## config.mk

```make
export PLATFORM = sky130hd
export DESIGN_NAME = vlos_ram
export DESIGN_NICKNAME = d
export VERILOG_FILES = /design/src/rtl/core/voxel_line_of_sight_3d_macros.svh /design/src/rtl/core/vlos_ram.sv
export SDC_FILE = /design/constraint.sdc
export NUM_CORES = 1
export LEC_CHECK = 0
export ABC_AREA = 1
export BUFFER_PORTS_ARGS = -buffer_cell sky130_fd_sc_hd__buf_4
export CORE_ASPECT_RATIO = 1.75
export CORE_UTILIZATION = 40
export CTS_BUF_LIST = sky130_fd_sc_hd__clkbuf_16
export CTS_CLUSTER_SIZE = 10
export DETAILED_ROUTE_END_ITERATION = 6
export PLACE_DENSITY_LB_ADDON = 0.08
export SLEW_MARGIN = 15
export SYNTH_ARGS = -nofsm -noshare
export SYNTH_HDL_FRONTEND = slang
export SYNTH_SLANG_ARGS = --single-unit
export TNS_END_PERCENT = 20
```

## constraint.sdc

```tcl
create_clock -name clk -period 1.4 [get_ports clk]
set_input_delay 0.14 -clock clk [delete_from_list [all_inputs] [get_ports clk]]
set_output_delay 0.14 -clock clk [all_outputs]
set_load 0.02 [all_outputs]
```

## src/rtl/core/voxel_line_of_sight_3d_macros.svh

```systemverilog
// Assertion macros for the voxel line-of-sight block.
`ifndef VOXEL_LINE_OF_SIGHT_3D_MACROS_SVH
`define VOXEL_LINE_OF_SIGHT_3D_MACROS_SVH

// Same-cycle implication, disabled in reset.
`define VLOS_ASSERT_IMP(name, ante, cons, msg) \
  name: assert property (@(posedge clk) disable iff (!rst_n) (ante) |-> (cons)) \
    else $error(msg);

// Next-cycle implication, disabled in reset.
`define VLOS_ASSERT_NXT(name, ante, cons, msg) \
  name: assert property (@(posedge clk) disable iff (!rst_n) (ante) |=> (cons)) \
    else $error(msg);

`endif

```

## src/rtl/core/vlos_ram.sv

```systemverilog
`timescale 1ns / 1ps

module vlos_ram #(
  parameter int WIDTH = 1,
  parameter int DEPTH = 64,
  localparam int AW = $clog2(DEPTH)
) (
  input  logic             clk,
  input  logic             we,
  input  logic [AW-1:0]    waddr,
  input  logic [WIDTH-1:0] wdata,
  input  logic [AW-1:0]    raddr,
  output logic [WIDTH-1:0] rdata
);

  logic [WIDTH-1:0] mem [DEPTH];

  always_ff @(posedge clk) begin
    if (we) begin
      mem[waddr] <= wdata;
    end
    rdata <= mem[raddr];
  end

endmodule

```

# After elaboration in Yosys (flattened, before gate mapping)
# Memories as Yosys holds them, arrays and structs flattened. A register that Yosys moved wholly into a read port is not among the register bits.
# Cells that the tools add are included.
# totals
reg_bits	0
mem_bits_rw	64
output_inout_bits	1
inputBits	15
elab_cells	3
mem_count	1
# classes
n_mux	2
# mem_list
name	depth	width	read_ports	rd_ports_with_merged_regs	wr	line	rtl
mem	64	1	1	1	1	vlos_ram.sv:16	logic [WIDTH-1:0] mem [DEPTH];
# op_table
op	count
$mux W1	2

# Longest topological paths before layout
# Gate-level depths: netlist of run 1.
# logic_depth
ltp_word	2
depth_mapped	11
depth_no_buf	9

# Least setup slack after synthesis of run 1
# No wires, ideal clock.
# synth_timing
path_kind	input-to-reg
start	in we
end	mem mem[34], enable pin
required_time_ns	1.074
setup_ns	0.326
setup_slack_ns	0.361
stages	3
t_arrival_ns	0.713
n_path_buf	1
path_cell_list	buf_2 -> nand3_1 -> nor4_1
# synth_via
elab_chain_len	2
# synth_lines
element	line	rtl
start, declared	vlos_ram.sv:9	input logic we,
$mux W1	vlos_ram.sv:19	if (we) begin
$mux W1 (not written as such)	vlos_ram.sv:20	mem[waddr] <= wdata;
end, declared	vlos_ram.sv:16	
# No other way between the ends.

==> impl_metrics.csv, run 1 <==
group,metric,value,unit
yosys,synth_edf_count,64,
setup_path,cp.required,1.62,ns
routing,wl_per_cell,17.3,um
layout,layout-drive-gt1-share,11.3,%
yosys,synth_cell_type_count,14,
timing,fin_worst_skew,0.00526,ns
worst_hold_path,hold_class,"in2reg",
timing,slew_headroom,63.0,%
setup_path,worstSetupEndpointType,"register",
routing,vias,2256,
routing,firstDrtPassIters,4,
setup_path,arrival,1.32,ns
clock_tree,cts_root_buffer,"clkbuf_16",
yosys,syn_area_per_cell,9.70,um2
clock_tree,cts_tree,"done",
die,core,7280,um2
clock_tree,cts_htree_levels,3,
clock_tree,cts_resized,0,
yosys,synth_area,3050,um2
layout,fin_cells,432,
timing,rsz0062_at_grt,"false",
timing,clock.fmax,912,MHz
layout,syn_to_final_growth,16.1,%
yosys,synth_most_common_cell,"nand2_1",
global_routing,grt_usage,21.2,%
layout,fillers,723,
yosys,netlist_top_cells_count,"86 x nand2_1, 64 x edfxtp_1, 61 x nand3_1, 61 x nor2_1, 14 x inv_1",
timing,fin_setup_tns,0,ns
die,dieArea,7980,um2
global_routing,grt_start_max_net_pins,65,
clock_tree,cts.clk_slew.worst_paths,0.05,ns
global_routing,overflow,0,
place,dpl.hpwl,4950,um
die,initial_utilization,41.8,%
place,preCtsSetupSlack,-0.0396,ns
routing,wl,7460,um
power_and_ir_drop,leakagePower,1.31,nW
clock_tree,clk-insertion-delay-late,0.33,ns
routing,vias_per_cell,5.22,
die,floorplan.die.height,117,um
layout,seq_area,1940,um2
power_and_ir_drop,fin_total_pwr,4.40,mW
power_and_ir_drop,powerDensity,1250,nW/um2
yosys,async_reset_ff_share,0,%
die,die_w,68.0,um
yosys,ys_warn_count,0,
yosys,yosysSeqAreaShare,63.8,%
yosys,ys_ff_latch,65,
die,num_io_pins,16,
clock_tree,holdBufCountCts,0,
yosys,synth_top_area_share,63.1,%
place,portBuffers,15,
setup_path,criticalPathCategory,"reg2reg",
timing,max_slew.worst_pin.slew,0.555,ns
routing,postRouteAntennaNets,0,
place,gp_congestion,0.801,
global_routing,antenna_found_initial,0,
timing,finalMaxSlewViolations,0,
global_routing,grt_pass1_wl,11500,um
routing,first_iter_violations,123,
yosys,netlist_instances,314,
timing,fin_ws,0.303,ns
place,dp.cells,416,
timing,period_minus_slack,1.10,ns
layout,multi_input_area,933,um2
clock_tree,cts_made_buffers,9,
job,max-cap-violations,0,
clock_tree,clock_path_buffers,2,
status,status,"complete, no violations",
timing,period_share,78.4,%
setup_path,critPathMaxFanout,1,
yosys,synth_ff_type,"edfxtp_1",
yosys,synth_fp_nets,329,
global_routing,first_global_vias,2163,
timing,hold_viol,0,
clock_tree,clock-sinks,65,
yosys,yosys.area.top_type,"edfxtp_1",
setup_path,cp-start-kind,"register",
layout,n_antenna_cell,0,
layout,nNetsFinal,356,
yosys,synth_area_leaders,"edfxtp_1 63%, nand2_1 11%, nand3_1 10%",
clock_tree,cts_setup_buffers,0,
die,num_rows,41,
timing,finalSetupViolCount,0,
routing,drc,0,
power_and_ir_drop,ir_drop,956,uV
-- worst max-delay path, cell delays in order (launching register included) --
cell and delay, ns:
edfxtp_1 0.35, nand2_1 0.07, nand3_1 0.12, nand3_1 0.10, nand2_1 0.08, nand2_1 0.07
nand3_1 0.08, nand3_1 0.07, nand2_1 0.04
-- flip-flops by register name (all words and copies together) (netlist names) --
name	count
mem	64
rdata	1
-- worst paths after layout --
| kind | cells past startpoint | start | to | slack [ns] |
|---|---|---|---|---|
| max | 8 | mem[35] | rdata | 0.30 |
| min | 3 | raddr[5] | rdata | 0.05 |
| max reg2reg | 8 | mem[35] | rdata | 0.30 |
| min reg2reg | 8 | mem[15] | rdata | 0.81 |
-- layout by cell type, fill, tap and decap left out, types with 2 or more instances in the layout --
cell / instances
buf_12: 2
buf_4: 26
clkbuf_16: 9
clkinv_1: 3
edfxtp_1: 64
inv_1: 18
nand2_1: 86
nand3_1: 61
nand4_1: 5
nor2_1: 61
nor3_1: 4
nor4_1: 4
-- per-layer routing --
layer / up-vias / routed length, um / GRT usage, %
met2: 38 / 4040 / 34.4
met5: - / 0 / 0
met1: 1083 / 3030 / 25.6
li1: 1122 / - / -
met4: 0 / 182 / 10.2
met3: 13 / 210 / 4.96
-- cell families after synthesis --
| logic type | Yosys count | synth area share (%) |
|---|---|---|
| buffers and inverters | 28 | 5.59 |
| flip-flops | 65 | 63.8 |
| AND/OR/NAND/NOR | 221 | 30.6 |
-- layout make-up --
type	instances	share of cell area, %
inverters	16	1.84
multi-input cells	221	26.4
flip-flops and latches	65	54.9
clock inverters	7	0.743
clock buffers	9	6.37
well taps	86	3.04
repair buffers	28	6.65
-- stage by stage --
step | hold slack, ns | cell area [um2] | utilization (%)
floorplan | 0.239 | 3050 | -
global placement | 0.373 | 3280 | 45.1
detailed placement | 0.387 | 3280 | 45.1
CTS | 0.0418 | 3530 | 48.5
global route | 0.0494 | 3530 | 48.5
finish | 0.0514 | 3530 | 48.5
-- where the power goes --
group          switching (mW)  internal [mW]
Combinational           0.240          0.114
Sequential            0.00366           2.16
Clock                   0.738           1.15
No activity file was read; power rests on OpenSTA's default activity.
==> inputs of run 2 (changes only) <==
--- a/config.mk
+++ b/config.mk
@@ -5,7 +5,7 @@
 export SDC_FILE = /design/constraint.sdc
 export NUM_CORES = 1
 export LEC_CHECK = 0
-export ABC_AREA = 1
+export ABC_AREA = 0
 export BUFFER_PORTS_ARGS = -buffer_cell sky130_fd_sc_hd__buf_4
 export CORE_ASPECT_RATIO = 1.75
 export CORE_UTILIZATION = 40
==> constraint.sdc (replaced) <==
create_clock -name clk -period 0.97 [get_ports clk]
set_input_delay 0.097 -clock clk [delete_from_list [all_inputs] [get_ports clk]]
set_output_delay 0.097 -clock clk [all_outputs]
set_load 0.02 [all_outputs]
==> impl_metrics.csv, run 2 <==
group,metric,value,unit
routing,drc,0,
power_and_ir_drop,leakagePower,1.22,nW
timing,finalMaxSlewViolations,0,
routing,wl_per_cell,18.3,um
die,num_io_pins,16,
setup_path,cp.required,1.19,ns
place,portBuffers,15,
yosys,synth_area,2910,um2
clock_tree,clk-insertion-delay-late,0.33,ns
timing,rsz0062_at_grt,"true",
timing,slew_headroom,76.9,%
job,max-cap-violations,0,
clock_tree,clock-sinks,65,
layout,final_area,3690,um2
yosys,synth_fp_nets,219,
die,die_w,66.5,um
yosys,synth_ff_type,"edfxtp_1",
layout,seq_area,1940,um2
place,placed_cell_area,3360,um2
layout,fillers,606,
setup_path,cp_cell_sequence,"mux4_2 -> mux4_2 -> or2_0 -> a32o_1",
layout,utilization,53.1,%
clock_tree,clock_path_buffers,2,
setup_path,critPathSlowestCell,"mux4_2",
layout,nNetsFinal,263,
layout,final_common_cell,"edfxtp_1",
yosys,ys_warn_count,0,
yosys,synth_area_leaders,"edfxtp_1 66%, nor2_1 8.6%, mux4_2 7.7%",
clock_tree,cts_resized,0,
place,dp.cells,321,
clock_tree,cts.clk_slew.worst_paths,0.05,ns
power_and_ir_drop,powerDensity,1950,nW/um2
timing,period_share,190,%
global_routing,first_global_vias,1938,
timing,fin_setup_tns,-0.874,ns
status,status,"finished with violations",
setup_path,arrival,2.06,ns
clock_tree,cts_htree_levels,3,
setup_path,max_stage_delay,0.47,ns
yosys,async_reset_ff_share,0,%
global_routing,grt_usage,19.0,%
yosys,synth_cell_type_count,25,
setup_path,cp-start-kind,"register",
yosys,synth_most_common_cell,"nor2_1",
global_routing,antenna_found_initial,0,
worst_hold_path,hold_class,"in2reg",
routing,first_iter_violations,88,
clock_tree,cts_tree,"done",
die,dieArea,7640,um2
yosys,synth_top_area_share,66.0,%
timing,finalSetupViolCount,1,
setup_path,critPathMaxFanout,1,
power_and_ir_drop,ir_drop,1160,uV
layout,largest_reg_flops,64,
global_routing,overflow,0,
clock_tree,cts_made_buffers,9,
layout,n_antenna_cell,0,
yosys,ys_ff_latch,65,
routing,firstDrtPassIters,4,
yosys,netlist_instances,204,
layout,fin_cells,337,
die,floorplan.die.height,115,um
clock_tree,holdBufCountCts,0,
yosys,yosysSeqAreaShare,66.6,%
timing,period_minus_slack,1.84,ns
clock_tree,cts_setup_buffers,0,
layout,regMostFlops,"mem",
yosys,synth_edf_count,64,
routing,vias_per_cell,5.30,
place,dpl.hpwl,4370,um
routing,wl,6170,um
global_routing,grt_start_max_net_pins,65,
status,failed_checks,"setup timing",
yosys,syn_area_per_cell,14.3,um2
timing,fin_worst_skew,0.00714,ns
clock_tree,cts_root_buffer,"clkbuf_16",
layout,layout_common_cells,"64 x edfxtp_1, 57 x nor2_1, 42 x buf_4, 13 x mux4_2, 10 x nor2_2",
place,gp_congestion,0.772,
layout,reg_top3,"mem x64, rdata x1",
setup_path,worstSetupEndpointType,"register",
layout,syn_to_final_growth,26.7,%
timing,clock.fmax,542,MHz
yosys,yosys.area.top_type,"edfxtp_1",
setup_path,cpMostUsedCell,"mux4_2",
timing,max_slew.worst_pin.slew,0.346,ns
die,num_rows,40,
timing,fin_ws,-0.874,ns
routing,vias,1786,
layout,layout-drive-gt1-share,32.8,%
yosys,netlist_top_cells_count,"67 x nor2_1, 64 x edfxtp_1, 10 x clkbuf_1, 10 x mux4_2, 9 x nand3_1",
layout,multi_input_area,935,um2
global_routing,grt_pass1_wl,9850,um
routing,postRouteAntennaNets,0,
die,initial_utilization,41.9,%
setup_path,criticalPathCategory,"reg2reg",
die,core,6960,um2
timing,hold_viol,0,
-- run 2: cell types whose count changed in the layout (fill, tap and decap cells not counted), sizes merged, moves of 4 or more --
cell / delta
buf: +17
inv: -19
mux4: +17
nand2: -79
nand3: -52
nand3b: +4
nor2: +6
nor2b: +5
nor4: -4
-- run 2: logic make-up after synthesis --
group | count (synthesis) | share of synthesized area (%)
multiplexers | 17 | 14.0
AND/OR/NAND/NOR | 104 | 15.9
buffers and inverters | 12 | 1.85
AO/OA/AOI/OAI | 6 | 1.59
flip-flops | 65 | 66.6
-- run 2: area by class of cell --
cell class | count | share of cell area (%)
sequential | 65 | 52.6
clock inverter | 7 | 2.98
multi-input combinational | 127 | 25.3
tap | 84 | 2.85
timing repair buffer | 45 | 10.2
clock buffer | 9 | 6.10
-- run 2: critical path: cells and delay by family, from the launching register on --
family,cells,cell delay [ns]
mux,2,0.94
flops,1,0.37
simple gates,1,0.22
compound gates,1,0.20
-- run 2: path summary, 6_finish.rpt --
kind             from     to  slack, ns  cells after the start
max reg2reg    mem[7]  rdata      -0.87                      4
min reg2reg   mem[56]  rdata       0.88                      4
min          raddr[5]  rdata       0.03                      2
max            mem[7]  rdata      -0.87                      4
-- run 2: per-layer routing --
metal / GRT usage [%] / part of all wire, % / routed length (um) / vias to the layer above
li1: - / - / - / 851
met1: 21.9 / 38 / 2350 / 873
met2: 32.1 / 55 / 3370 / 50
met3: 4.17 / 4.2 / 260 / 12
met4: 10.4 / 3.1 / 189 / 0
met5: 0 / 0 / 0 / -
-- run 2: power breakdown --
part	total (mW)	leakage [nW]	internal (mW)	switching, mW
logic	0.489	0.476	0.234	0.254
clock network	3.59	0.164	2.48	1.10
registers	3.12	0.584	3.11	0.00515
total	7.19	1.22	5.83	1.36
-- run 2: metrics by stage --
stage / hold slack [ns] / power (mW) / setup slack [ns]
after detailed placement: 0.365 / 3.67 / -0.891
after CTS: 0.0166 / 7.27 / -0.895
after global routing: 0.0345 / 7.40 / -0.924
final: 0.0253 / 7.19 / -0.874
after floorplan: 0.196 / 3.43 / -0.765
after global placement: 0.351 / 3.66 / -0.856
