## config.mk

```make
export PLATFORM = sky130hd
export DESIGN_NAME = vlos_step
export DESIGN_NICKNAME = d
export VERILOG_FILES = /design/src/rtl/core/voxel_line_of_sight_3d_macros.svh /design/src/rtl/core/vlos_pkg.sv /design/src/rtl/core/vlos_step.sv
export SDC_FILE = /design/constraint.sdc
export NUM_CORES = 1
export LEC_CHECK = 0
export BUFFER_PORTS_ARGS = -buffer_cell sky130_fd_sc_hd__buf_4
export CAP_MARGIN = 20
export CORE_MARGIN = 1
export CORE_UTILIZATION = 25
export DETAILED_ROUTE_END_ITERATION = 12
export SLEW_MARGIN = 20
export SYNTH_ARGS = -nofsm -noshare
export SYNTH_HDL_FRONTEND = slang
export SYNTH_SLANG_ARGS = --single-unit
```

## constraint.sdc

```tcl
create_clock -name vclk -period 4
set_input_delay 0.4 -clock vclk [all_inputs]
set_output_delay 0.4 -clock vclk [all_outputs]
set_load 0.01 [all_outputs]
```

## src/rtl/core/voxel_line_of_sight_3d_macros.svh

```systemverilog
// Assertion macros for the voxel line-of-sight block.
`ifndef VOXEL_LINE_OF_SIGHT_3D_MACROS_SVH
`define VOXEL_LINE_OF_SIGHT_3D_MACROS_SVH

// Same-cycle implication, disabled in reset.
`define VLOS_ASSERT_IMP(name, ante, cons, msg) \
  name: assert property (@(posedge clk) disable iff (!rst_n) (ante) |-> (cons)) \
    else $error(msg);

// Next-cycle implication, disabled in reset.
`define VLOS_ASSERT_NXT(name, ante, cons, msg) \
  name: assert property (@(posedge clk) disable iff (!rst_n) (ante) |=> (cons)) \
    else $error(msg);

`endif

```

## src/rtl/core/vlos_pkg.sv

```systemverilog
`timescale 1ns / 1ps

package vlos_pkg;

  localparam int CW        = 5;
  localparam int DIST_W    = 12;
  localparam int CFG_IDX_W = 1;

  typedef logic [CW-1:0]        coord_t;
  typedef logic [2:0][CW-1:0]   vec_t;
  typedef logic signed [7:0]    err_t;
  typedef logic [1:0]           axis_t;
  typedef logic [DIST_W-1:0]    dist_t;

  typedef struct packed {
    axis_t drv;
    axis_t m1;
    axis_t m2;
  } axes_t;

  localparam axis_t AX_X = 2'd0;
  localparam axis_t AX_Y = 2'd1;
  localparam axis_t AX_Z = 2'd2;

  localparam logic CMD_WRITE = 1'b0;
  localparam logic CMD_QUERY = 1'b1;

  localparam logic [CFG_IDX_W-1:0] REG_NEAR      = 1'd0;
  localparam logic [CFG_IDX_W-1:0] REG_MAX_RANGE = 1'd1;

endpackage

```

## src/rtl/core/vlos_step.sv

```systemverilog
`timescale 1ns / 1ps

// One Bresenham advance along the driving axis, with minor-axis error update.
module vlos_step (
  input  vlos_pkg::vec_t  p,
  input  vlos_pkg::vec_t  d,
  input  logic [2:0]      neg,
  input  vlos_pkg::axes_t ax,
  input  vlos_pkg::err_t  err1,
  input  vlos_pkg::err_t  err2,
  output vlos_pkg::vec_t  p_nxt,
  output vlos_pkg::err_t  err1_nxt,
  output vlos_pkg::err_t  err2_nxt
);

  function automatic vlos_pkg::coord_t adv(vlos_pkg::coord_t c, logic dn);
    return dn ? c - vlos_pkg::coord_t'(1) : c + vlos_pkg::coord_t'(1);
  endfunction

  logic signed [8:0] dd2;
  logic signed [8:0] dm1x2;
  logic signed [8:0] dm2x2;
  logic signed [8:0] t1;
  logic signed [8:0] t2;

  always_comb begin
    dd2   = $signed({3'b000, d[ax.drv], 1'b0});
    dm1x2 = $signed({3'b000, d[ax.m1], 1'b0});
    dm2x2 = $signed({3'b000, d[ax.m2], 1'b0});
    p_nxt = p;
    p_nxt[ax.drv] = adv(p[ax.drv], neg[ax.drv]);
    t1 = $signed({err1[7], err1}) + dm1x2;
    t2 = $signed({err2[7], err2}) + dm2x2;
    if (!err1[7]) begin
      p_nxt[ax.m1] = adv(p[ax.m1], neg[ax.m1]);
      t1 = t1 - dd2;
    end
    if (!err2[7]) begin
      p_nxt[ax.m2] = adv(p[ax.m2], neg[ax.m2]);
      t2 = t2 - dd2;
    end
    err1_nxt = t1[7:0];
    err2_nxt = t2[7:0];
  end

endmodule
```

======== Yosys cells after proc, flatten, opt, wreduce, memory -nomap -nowiden ========
Index checks and enable logic that the tools add are counted.
word-level totals
  register bits after elaboration ......... 0
  bits of input ports ..................... 55
  output and inout port bits .............. 31
  word-level logic and storage cells ...... 53
operators by class
  add/sub/neg operators ................... 10
  magnitude comparators ................... 6
  mux-type cells .......................... 34
  reductions and logical operators ........ 3
operators by type and width
  operator                                                     count
  binary-select mux 5 bit (select 2 bit)                       6
  2-to-1 mux 5 bit                                             12
  bitwise mux 15 bit                                           3
  demux 5 bit (select 2 bit)                                   3
  2-to-1 mux 15 bit                                            2
  adder 8 x 7 -> 8 bit                                         2
  2-to-1 mux 8 bit                                             2
  subtractor 8 x 7 -> 8 bit                                    2
  adder 5 x 1 -> 5 bit (second input constant)                 3
  subtractor 5 x 1 -> 5 bit (second input constant)            3
  less-than comparator 2 x 3 -> 1 bit (second input constant)  3
  binary-select mux 1 bit (select 2 bit)                       3
  >= comparator 2 x 1 -> 1 bit (second input constant)         3
  logical AND 1 bit                                            3
  2-to-1 mux 1 bit                                             3

======== Logic depth before layout (Yosys ltp) ========
Gate-level depths: netlist of run 1.
  depth after elaboration ................. 9
  depth in mapped cells ................... 17
  depth with buffers taken out ............ 15

======== Worst setup path before layout of run 1 ========
Ideal clock, no wire load.
  path type ............................... input to output
  start ................................... input ax[1] (netlist bit)
  end ..................................... output err2_nxt[7]
  arrival time ............................ 3.545 ns
  required time ........................... 3.600 ns
  slack ................................... 0.055 ns
  cell stages on the path ................. 17
  buffers on the path ..................... 2
  path through ............................ buf_2 -> buf_2 -> mux2i_1 -> nor2_1 -> a21oi_1 -> inv_1 -> ha_1 -> and3_1 -> or3_4 -> and2_1 -> ha_1 -> and2_1 -> o2111ai_1 -> o211ai_1 -> o31ai_1 -> a21oi_1 -> xnor2_1
on the way
  word-level cells in the longest chain between the ends .. 5
RTL lines
  item                                        RTL line         RTL
  start: declaration                          vlos_step.sv:8   input vlos_pkg::axes_t ax,
  binary-select mux 5 bit (select 2 bit) (*)  vlos_step.sv:29  dm2x2 = $signed({3'b000, d[ax.m2], 1'b0});
  2-to-1 mux 5 bit (not written as such) (*)  vlos_step.sv:29
  adder 8 x 7 -> 8 bit (*)                    vlos_step.sv:33  t2 = $signed({err2[7], err2}) + dm2x2;
  subtractor 8 x 7 -> 8 bit                   vlos_step.sv:40  t2 = t2 - dd2;
  2-to-1 mux 8 bit (*)                        vlos_step.sv:38  if (!err2[7]) begin
  end: declaration                            vlos_step.sv:13  output vlos_pkg::err_t err2_nxt
Mark *: on every way between the ends. The rest lies on a longest branch, timed or not. The select of a mux whose other input is x is not followed.

======== Worst setup path after layout of run 1 ========
Same ends and word-level chain as after synthesis.

==> results.md, run 1 <==
- Cell variety after synth: 46
- Worst path arrival time: 3.35 ns
- Pin count of the biggest net entering global routing: 21
- Met2 Use GR: 29.04%
- Sequential-to-total area share from yosys stat: 0%
- Slew Limit Fails: 0
- Post-Syn Instances: 381
- Worst hold slack: 0.8000 ns
- Max Freq: 266.6 MHz
- Peak VDD IR: 0.0001013 V
- First-pass GRT wire length: 14.45 mm
- CP Capture Type: output port
- RSZ-0062 raised after global routing: no
- GRT Max-Usage Layer: met2
- Fin worst setup slack: 0.2487 ns
- # IOs: 86
- Core area: 0.01032 mm^2
- Total gr overflow: 0
- Setup-failing EPs final: 0
- DRT antenna net count: 0
- Via count: 3036
- Outcome: finished clean
- PortBufs: 82
- Final Core Density: 33.50%
- Seq. cell area: 0 um^2
- Area of the mapped netlist: 0.002654 mm^2
- Seq Cell Count: 0
- Post-layout min period: 3.751 ns
- Antenna violations before repair: 0
- Maxcap violations: 0
- Pre-CTS setup slack: 0.07350 ns
- Fin. Hold Viols: 0
- DR DRC count: 0
- Total negative setup slack: 0 ns
- DP Area: 0.003436 mm^2
- DR WL/cell: 15.51 um
- RD Place Congestion: 0.8868
- Period utilization: 93.78%
- Synth warn: 0
- Met3 usage: 1.372%
- Hold-fix buffers at CTS: 0
- Layout Cell Area excl Fill: 0.003458 mm^2
- Area Overhead vs Synth: 30.32%
- Die outline height: 105.0 um
- Synth Area per Inst: 6.965 um^2
- Drt initial violations: 150
- WL final: 9.212 mm
- Pwr dens: 220.0 mW/mm^2
- Type of origin of the critical path: input port
- Die footprint: 0.01103 mm^2
- Most frequent cells in the layout: buf_4 (96), nand2_1 (41), mux2i_1 (39), o21ai_0 (39)
- Hold Path Depth: 0
- Lkg Pwr: 1.662 nW
- Hold EP: err2_nxt[0]
- Worst Path Required: 3.60 ns
- Fin nets: 550
- Slew Limit Headroom: 43.76%
- Crit-path max FO: 6
- Worst slew pin tran: 0.8372 ns
- Die width: 105.0 um
- Num rows: 37
- Mapped Nets: 471
- Clock buffers: 0
- Crit path kind: input port to output port
- Vias in the first global route: 2931
- GRT Util Overall: 16.07%
- Vias per cell: 5.111
- Grt met1 use: 20.26%
- Ratio of cells with drive above 1 in the final layout: 23.58%
- CP startpoint: ax[1]
- Start point of the worst hold path: err2[0]
- HPWL Detailed: 7.876 mm
- # diodes: 0
- Initial core utilization: 25.71%
- Router iterations before antenna repair: 5
- Most common cell after layout, fill and taps aside: buf_4
- Worst Hold Class: input port to output port
-- kinds of logic (layout without fill, tap and decap cells) --
kind of cell | Yosys count | after routing | synth area share, %
AO/OA/AOI/OAI | 121 | 121 | 28.38
XOR/XNOR | 34 | 34 | 11.50
adder cells (fa/ha/maj) | 35 | 35 | 18.48
buffers and inverters | 45 | 122 | 7.496
multiplexers | 41 | 41 | 15.56
AND/OR/NAND/NOR | 105 | 105 | 18.58
-- layout make-up --
class                           instances  area, um^2
Multi-Input combinational cell        336        2470
Tap cell                              136       170.2
Inverter                               26       97.59
Timing Repair Buffer                   96       720.7
Fill cell                            1096        6865
-- Yosys cell counts (all sizes together) (9+ instances only) --
cell type | count | share of area (%)
ha | 28 | 13
buf | 11 | 2.7
nor2 | 32 | 4.5
xnor2 | 23 | 7.9
xor2 | 11 | 3.6
o21ai | 41 | 7.7
a21oi | 32 | 6.0
mux2i | 39 | 15
a21o | 9 | 2.5
inv | 26 | 3.7
nand2 | 41 | 5.8
-- worst max-delay path, stage by stage --
cell	delay, ns
buf_4	0.15
mux2i_1	0.20
o21ai_0	0.11
ha_1	0.37
and3_1	0.22
or3_4	0.38
and2_1	0.22
ha_4	0.29
and2_1	0.16
nand2_1	0.06
o211ai_1	0.22
o31ai_1	0.10
a21oi_1	0.19
xnor2_1	0.14
buf_4	0.14
-- metal layers --
metal,vias up,share of wire (%)
li1,1511,-
met1,1409,44
met2,104,49
met3,12,5.0
met4,0,2.3
met5,-,0
-- stage by stage --
step                cells  total power, mW
floorplan             381           0.4813
global placement      593           0.7396
detailed placement    593           0.7528
CTS                   593           0.7567
global route          594           0.8377
finish                594           0.7607
-- power breakdown --
part           switching, mW  leakage [nW]  internal [mW]  total [mW]
Clock                      0             0              0           0
Sequential                 0             0              0           0
Combinational          0.397          1.66          0.364       0.761
Total                  0.397          1.66          0.364       0.761
-- worst max-delay path by stage --
stage | depth (start not counted) | to
6_report | 15 | err2_nxt[7]
5_1_grt | 15 | err2_nxt[7]
4_1_cts | 16 | err2_nxt[7]
3_5_place_dp | 16 | err2_nxt[7]
3_3_place_gp | 16 | err2_nxt[7]
2_1_floorplan | 17 | err2_nxt[7]
-- repair_timing --
action                                  CTS  global route
gates resized for setup                   0             2
setup buffers                             0             1
endpoints found under the setup margin    0             2
Note: power is estimated with default switching activity, not from simulation.
==> run 2: changes to the inputs <==
--- a/config.mk
+++ b/config.mk
@@ -9,4 +9,4 @@
 export CAP_MARGIN = 20
-export CORE_MARGIN = 1
-export CORE_UTILIZATION = 25
+export CORE_MARGIN = 5
+export CORE_UTILIZATION = 35
 export DETAILED_ROUTE_END_ITERATION = 12
==> constraint.sdc (replaced) <==
create_clock -name vclk -period 4
set_input_delay 0.6 -clock vclk [all_inputs]
set_output_delay 0.6 -clock vclk [all_outputs]
set_load 0.01 [all_outputs]
==> run 2 against run 1 <==
Effect of this change:
- non-clock buffer count grew 19
- global-route usage grew 1.9 points
- critical path type unchanged
- critical path depth grew 2
- setup slack lost 0.20 ns
- largest cell class unchanged
- flip-flop and latch count is the same
- wire length grew 0.98%
- core utilization grew 17 points
- die area shrank 15%
==> results.md, run 2 (synthesis results as in run 1) <==
- Period utilization: 98.86% (was 93.78%)
- Num rows: 31 (was 37)
- First-pass GRT wire length: 14.54 mm (was 14.45 mm)
- HPWL Detailed: 7.803 mm (was 7.876 mm)
- Worst Hold Class: input port to output port (unchanged)
- Type of origin of the critical path: input port (unchanged)
- Crit path kind: input port to output port (unchanged)
- Via count: 3067 (was 3036)
- Pwr dens: 225.8 mW/mm^2 (was 220.0 mW/mm^2)
- PortBufs: 82 (unchanged)
- Max Freq: 252.9 MHz (was 266.6 MHz)
- Drt initial violations: 182 (was 150)
- # IOs: 86 (unchanged)
- Slew Limit Headroom: 49.42% (was 43.76%)
- CP Capture Type: output port (unchanged)
- Crit-path max FO: 7 (was 6)
- Vias in the first global route: 2978 (was 2931)
- GRT Util Overall: 17.99% (was 16.07%)
- Setup-failing EPs final: 0 (unchanged)
- Hold-fix buffers at CTS: 0 (unchanged)
- Antenna violations before repair: 0 (unchanged)
- Fin. Hold Viols: 0 (unchanged)
- Clock buffers: 0 (unchanged)
- Start point of the worst hold path: err1[0] (was err2[0])
- Vias per cell: 5.325 (was 5.111)
- Core area: 0.007331 mm^2 (was 0.01032 mm^2)
- Seq Cell Count: 0 (unchanged)
- Worst slew pin tran: 0.7529 ns (was 0.8372 ns)
- WL final: 9.302 mm (was 9.212 mm)
- Critical Path Slowest Stage Cell: or3_4 (unchanged)
- Die footprint: 0.009424 mm^2 (was 0.01103 mm^2)
- DRT antenna net count: 0 (unchanged)
- Worst path cell trace: buf_12, mux2i_1, nor2_1, a21oi_2, inv_1, ha_1, and3_4, or3_4, and2_4, ha_4, and2_4, nand2_1, o211ai_1, o31ai_1, a21oi_1, xnor2_1, buf_4 (was buf_4, mux2i_1, o21ai_0, ha_1, and3_1, or3_4, and2_1, ha_4, and2_1, nand2_1, o211ai_1, o31ai_1, a21oi_1, xnor2_1, buf_4)
- # diodes: 0 (unchanged)
- Maxcap violations: 0 (unchanged)
- Area Overhead vs Synth: 39.79% (was 30.32%)
- Post-layout min period: 3.954 ns (was 3.751 ns)
- Die width: 97.08 um (was 105.0 um)
- Total gr overflow: 0 (unchanged)
- M1 wire length: 4.089 mm (was 4.060 mm)
- Pin count of the biggest net entering global routing: 20 (was 21)
- Die outline height: 97.08 um (was 105.0 um)
- Fin nets: 569 (was 550)
- DR DRC count: 0 (unchanged)
- Worst Path Required: 3.40 ns (was 3.60 ns)
- Top routing layer used: met4 (unchanged)
- Outcome: finished clean (unchanged)
- RSZ-0062 raised after global routing: yes (was no)
- Initial core utilization: 36.20% (was 25.71%)
- DR WL/cell: 16.15 um (was 15.51 um)
- Most common cell after layout, fill and taps aside: buf_4 (unchanged)
- Router iterations before antenna repair: 5 (unchanged)
- Routed wl met2: 4.623 mm (was 4.473 mm)
- CP dominant cell by count: and2_4
- CP peak stage delay: 0.32 ns (was 0.38 ns)
- CP startpoint: ax[1] (unchanged)
- Slew Limit Fails: 0 (unchanged)
- Peak VDD IR: 0.0001499 V (was 0.0001013 V)
- Seq. cell area: 0 um^2 (unchanged)
- WL met3: 548 um (was 462 um)
- Worst path arrival time: 3.35 ns (about the same)
- Ratio of cells with drive above 1 in the final layout: 32.08% (was 23.58%)
- Total power: 0.8377 mW (was 0.7607 mW)
- Most frequent cells in the layout: buf_4 (112), nand2_1 (41), mux2i_1 (38) (was buf_4 (96), nand2_1 (41), mux2i_1 (39), o21ai_0 (39))
- Total negative setup slack: 0 ns (unchanged)
- RD Place Congestion: 0.9004 (was 0.8868)
- Lkg Pwr: 1.786 nW (was 1.662 nW)
-- run 2: routing by layer --
layer	vias to the layer above	GRT usage, %
met2	109	31.26
met4	0	2.160
met3	2	1.938
met5	-	0
met1	1411	24.55
li1	1545	-
-- run 2: layout make-up --
type | count | area, um^2
fillers | 740 | 3621
inverters | 26 | 97.59
multi-input cells | 336 | 2596
well taps | 99 | 123.9
repair buffers | 115 | 892.1
-- run 2: stage by stage --
stage,area [um^2],hold WS [ns],setup WS (ns),utilization (%),instances
floorplan,2694,1.292,0.02091,-,381
CTS,3532,1.200,0.01909,48.18,568
finish,3710,1.200,0.04556,50.61,576
global route,3710,1.200,-0.1297,50.61,576
global placement,3501,1.200,0.05698,47.76,568
detailed placement,3501,1.200,-0.03318,47.76,568
-- run 2: where the power goes --
group          leakage, nW  internal [mW]  switching (mW)
registers                0              0               0
logic                 1.79          0.417           0.421
clock network            0              0               0
total                 1.79          0.417           0.421
-- run 2: final timing paths --
path,to,slack [ns],cells after the start
setup / recovery,err2_nxt[7],0.05,17
hold / removal,err1_nxt[0],1.20,0
-- run 2: what timing repair did --
item / 4_1_cts / 5_1_grt
endpoints found under the setup margin: 2 / 6
hold endpoints to repair: 0 / 0
setup buffers: 0 / 8
gates resized for setup: 7 / 31
pin swaps: 5 / 27
-- run 2: worst max-delay path, delay by kind of cell --
family | cells | cell delay, ns
AOI/OAI and AO/OA | 4 | 0.61
xor gates and xnor gates | 1 | 0.15
adders and majority gates | 2 | 0.55
buffers and inverters | 3 | 0.31
muxes | 1 | 0.20
and+or+nand+nor | 6 | 0.93
==> run 3: changes to the inputs <==
CORE_ASPECT_RATIO = 2   (was not set)
==> run 3 against run 2 <==
Effect of this change:
- via count down 1.7%
- global-route usage up 0.16 points
- first-iteration DRC count down 42%
- critical path depth down 1
- maximum frequency up 1.0%
- wire length down 6.0%
- non-clock buffer count up 2
- combinational power down 2.6%
- final area down 1.1%
- clock-buffer cell count unchanged
==> results.md, run 3 (synthesis results as in run 1) <==
- Core area: 0.007488 mm^2 (was 0.007331 mm^2)
- # IOs: 86 (unchanged)
- CP startpoint: ax[0] (was ax[1])
- Most frequent cells in the layout: buf_4 (114), nand2_1 (40), mux2i_1 (39) (was buf_4 (112), nand2_1 (41), mux2i_1 (38))
- Antenna violations before repair: 0 (unchanged)
- Worst Hold Class: input port to output port (unchanged)
- Period utilization: 97.87% (was 98.86%)
- Seq. cell area: 0 um^2 (unchanged)
- Fin nets: 571 (was 569)
- Pwr dens: 222.3 mW/mm^2 (was 225.8 mW/mm^2)
- Die width: 71.57 um (was 97.08 um)
- RSZ-0062 raised after global routing: yes (unchanged)
- Initial core utilization: 35.44% (was 36.20%)
- WL final: 8.741 mm (was 9.302 mm)
- GRT Util Overall: 18.15% (was 17.99%)
- Clock Power Share: 0% (about the same)
- Pin count of the biggest net entering global routing: 20 (unchanged)
- # diodes: 0 (unchanged)
- Seq Cell Count: 0 (unchanged)
- Num rows: 45 (was 31)
- Psw: 0.4022 mW (was 0.4208 mW)
- DR DRC count: 0 (unchanged)
- Ratio of cells with drive above 1 in the final layout: 31.11% (was 32.08%)
- Die outline height: 133.1 um (was 97.08 um)
- DP Area: 0.003507 mm^2 (was 0.003501 mm^2)
- Sw Share: 49.31% (was 50.23%)
- Crit path kind: input port to output port (unchanged)
- Clock buffers: 0 (unchanged)
- Fin. Hold Viols: 0 (unchanged)
- Via count: 3014 (was 3067)
- Worst Path Required: 3.40 ns (about the same)
- Pint: 0.4136 mW (was 0.4169 mW)
- Die footprint: 0.009529 mm^2 (was 0.009424 mm^2)
- Pre-CTS setup slack: -0.03137 ns (was -0.03318 ns)
- Max Freq: 255.4 MHz (was 252.9 MHz)
- Most common cell after layout, fill and taps aside: buf_4 (unchanged)
- Peak VDD IR: 0.0001535 V (was 0.0001499 V)
- Type of origin of the critical path: input port (unchanged)
- RD Place Congestion: 0.8685 (was 0.9004)
- Slew Limit Fails: 0 (unchanged)
- Router iterations before antenna repair: 4 (was 5)
- Total power: 0.8158 mW (was 0.8377 mW)
- Drt initial violations: 106 (was 182)
- Crit-path max FO: 4 (was 7)
- Area Overhead vs Synth: 38.28% (was 39.79%)
- Layout Cell Area excl Fill: 0.003670 mm^2 (was 0.003710 mm^2)
- Hold-fix buffers at CTS: 0 (unchanged)
- First-pass GRT wire length: 14.61 mm (was 14.54 mm)
- Slew Limit Headroom: 48.65% (was 49.42%)
- Vias in the first global route: 3093 (was 2978)
- Vias per cell: 5.260 (was 5.325)
- DRT antenna net count: 0 (unchanged)
- Combinational power share: 100.0% (about the same)
- Outcome: finished clean (unchanged)
- Worst slew pin tran: 0.7644 ns (was 0.7529 ns)
- PortBufs: 82 (unchanged)
- Total negative setup slack: 0 ns (unchanged)
- Post-layout min period: 3.915 ns (was 3.954 ns)
- Maxcap violations: 0 (unchanged)
- HPWL Detailed: 7.441 mm (was 7.803 mm)
- CP Capture Type: output port (unchanged)
- Setup-failing EPs final: 0 (unchanged)
- Worst hold slack: 1.200 ns (about the same)
- Flop pwr share: 0% (about the same)
- Critical Path End: err2_nxt[7] (unchanged)
- Fin worst setup slack: 0.08501 ns (was 0.04556 ns)
- Worst path arrival time: 3.31 ns (was 3.35 ns)
- DR WL/cell: 15.25 um (was 16.15 um)
- Total gr overflow: 0 (unchanged)
- Lkg Pwr: 1.792 nW (was 1.786 nW)
## run 3: cell types whose count changed in the layout (fill, tap and decap cells not counted), moves of 2 or more
cell / delta
a21oi_1: +2
buf_4: +2
inv_1: +2
inv_2: -2
## run 3: worst max-delay path: stages
cell and delay, ns:
buf_4 0.12, nor2b_4 0.20, nand2_1 0.07, o21ai_1 0.07
ha_1 0.27, a21o_1 0.20, or3_4 0.37, and2_4 0.18
ha_4 0.26, and2_4 0.14, nand2_2 0.04, o211ai_1 0.24
o31ai_1 0.10, a21oi_1 0.18, xnor2_1 0.13, buf_4 0.14
## run 3: power by group through the flow
stage	sequential, mW	clock [mW]	combinational, mW
CTS	0	0	0.783
finish	0	0	0.816
floorplan	0	0	0.490
global placement	0	0	0.770
detailed placement	0	0	0.779
global route	0	0	0.906
## run 3: area by class of cell
type / instances / area, um^2
inverter: 26 / 97.59
timing repair buffer: 117 / 907.1
multi-input combinational: 336 / 2547
tap: 94 / 117.6
fill: 824 / 3819
## run 3: what timing repair did
| item | in CTS | in global routing |
|---|---|---|
| gates resized for setup | 4 | 23 |
| endpoints found under the setup margin | 2 | 7 |
| setup buffers | 0 | 10 |
| pin swaps | 4 | 24 |
## run 3: through the flow
stage | utilization [%] | instances
5_1_grt | 49.01 | 573
3_5_place_dp | 46.83 | 563
6_report | 49.01 | 573
2_1_floorplan | - | 381
4_1_cts | 47.00 | 563
3_3_place_gp | 46.83 | 563
## run 3: worst min path at each step
stage	slack (ns)	end	depth (start not counted)	startpoint
2_1_floorplan	1.29	err1_nxt[0]	1	err1[0]
6_report	1.20	err2_nxt[0]	0	err2[0]
5_1_grt	1.20	err2_nxt[0]	0	err2[0]
4_1_cts	1.20	err2_nxt[0]	0	err2[0]
3_3_place_gp	1.20	err2_nxt[0]	0	err2[0]
3_5_place_dp	1.20	err2_nxt[0]	0	err2[0]
## run 3: routing by layer
| layer | track usage, % | routed length, um | up-vias |
|---|---|---|---|
| li1 | - | - | 1546 |
| met1 | 24.68 | 3840 | 1376 |
| met2 | 30.99 | 4234 | 84 |
| met3 | 1.964 | 529 | 8 |
| met4 | 2.824 | 137 | 0 |
| met5 | 0 | 0 | - |
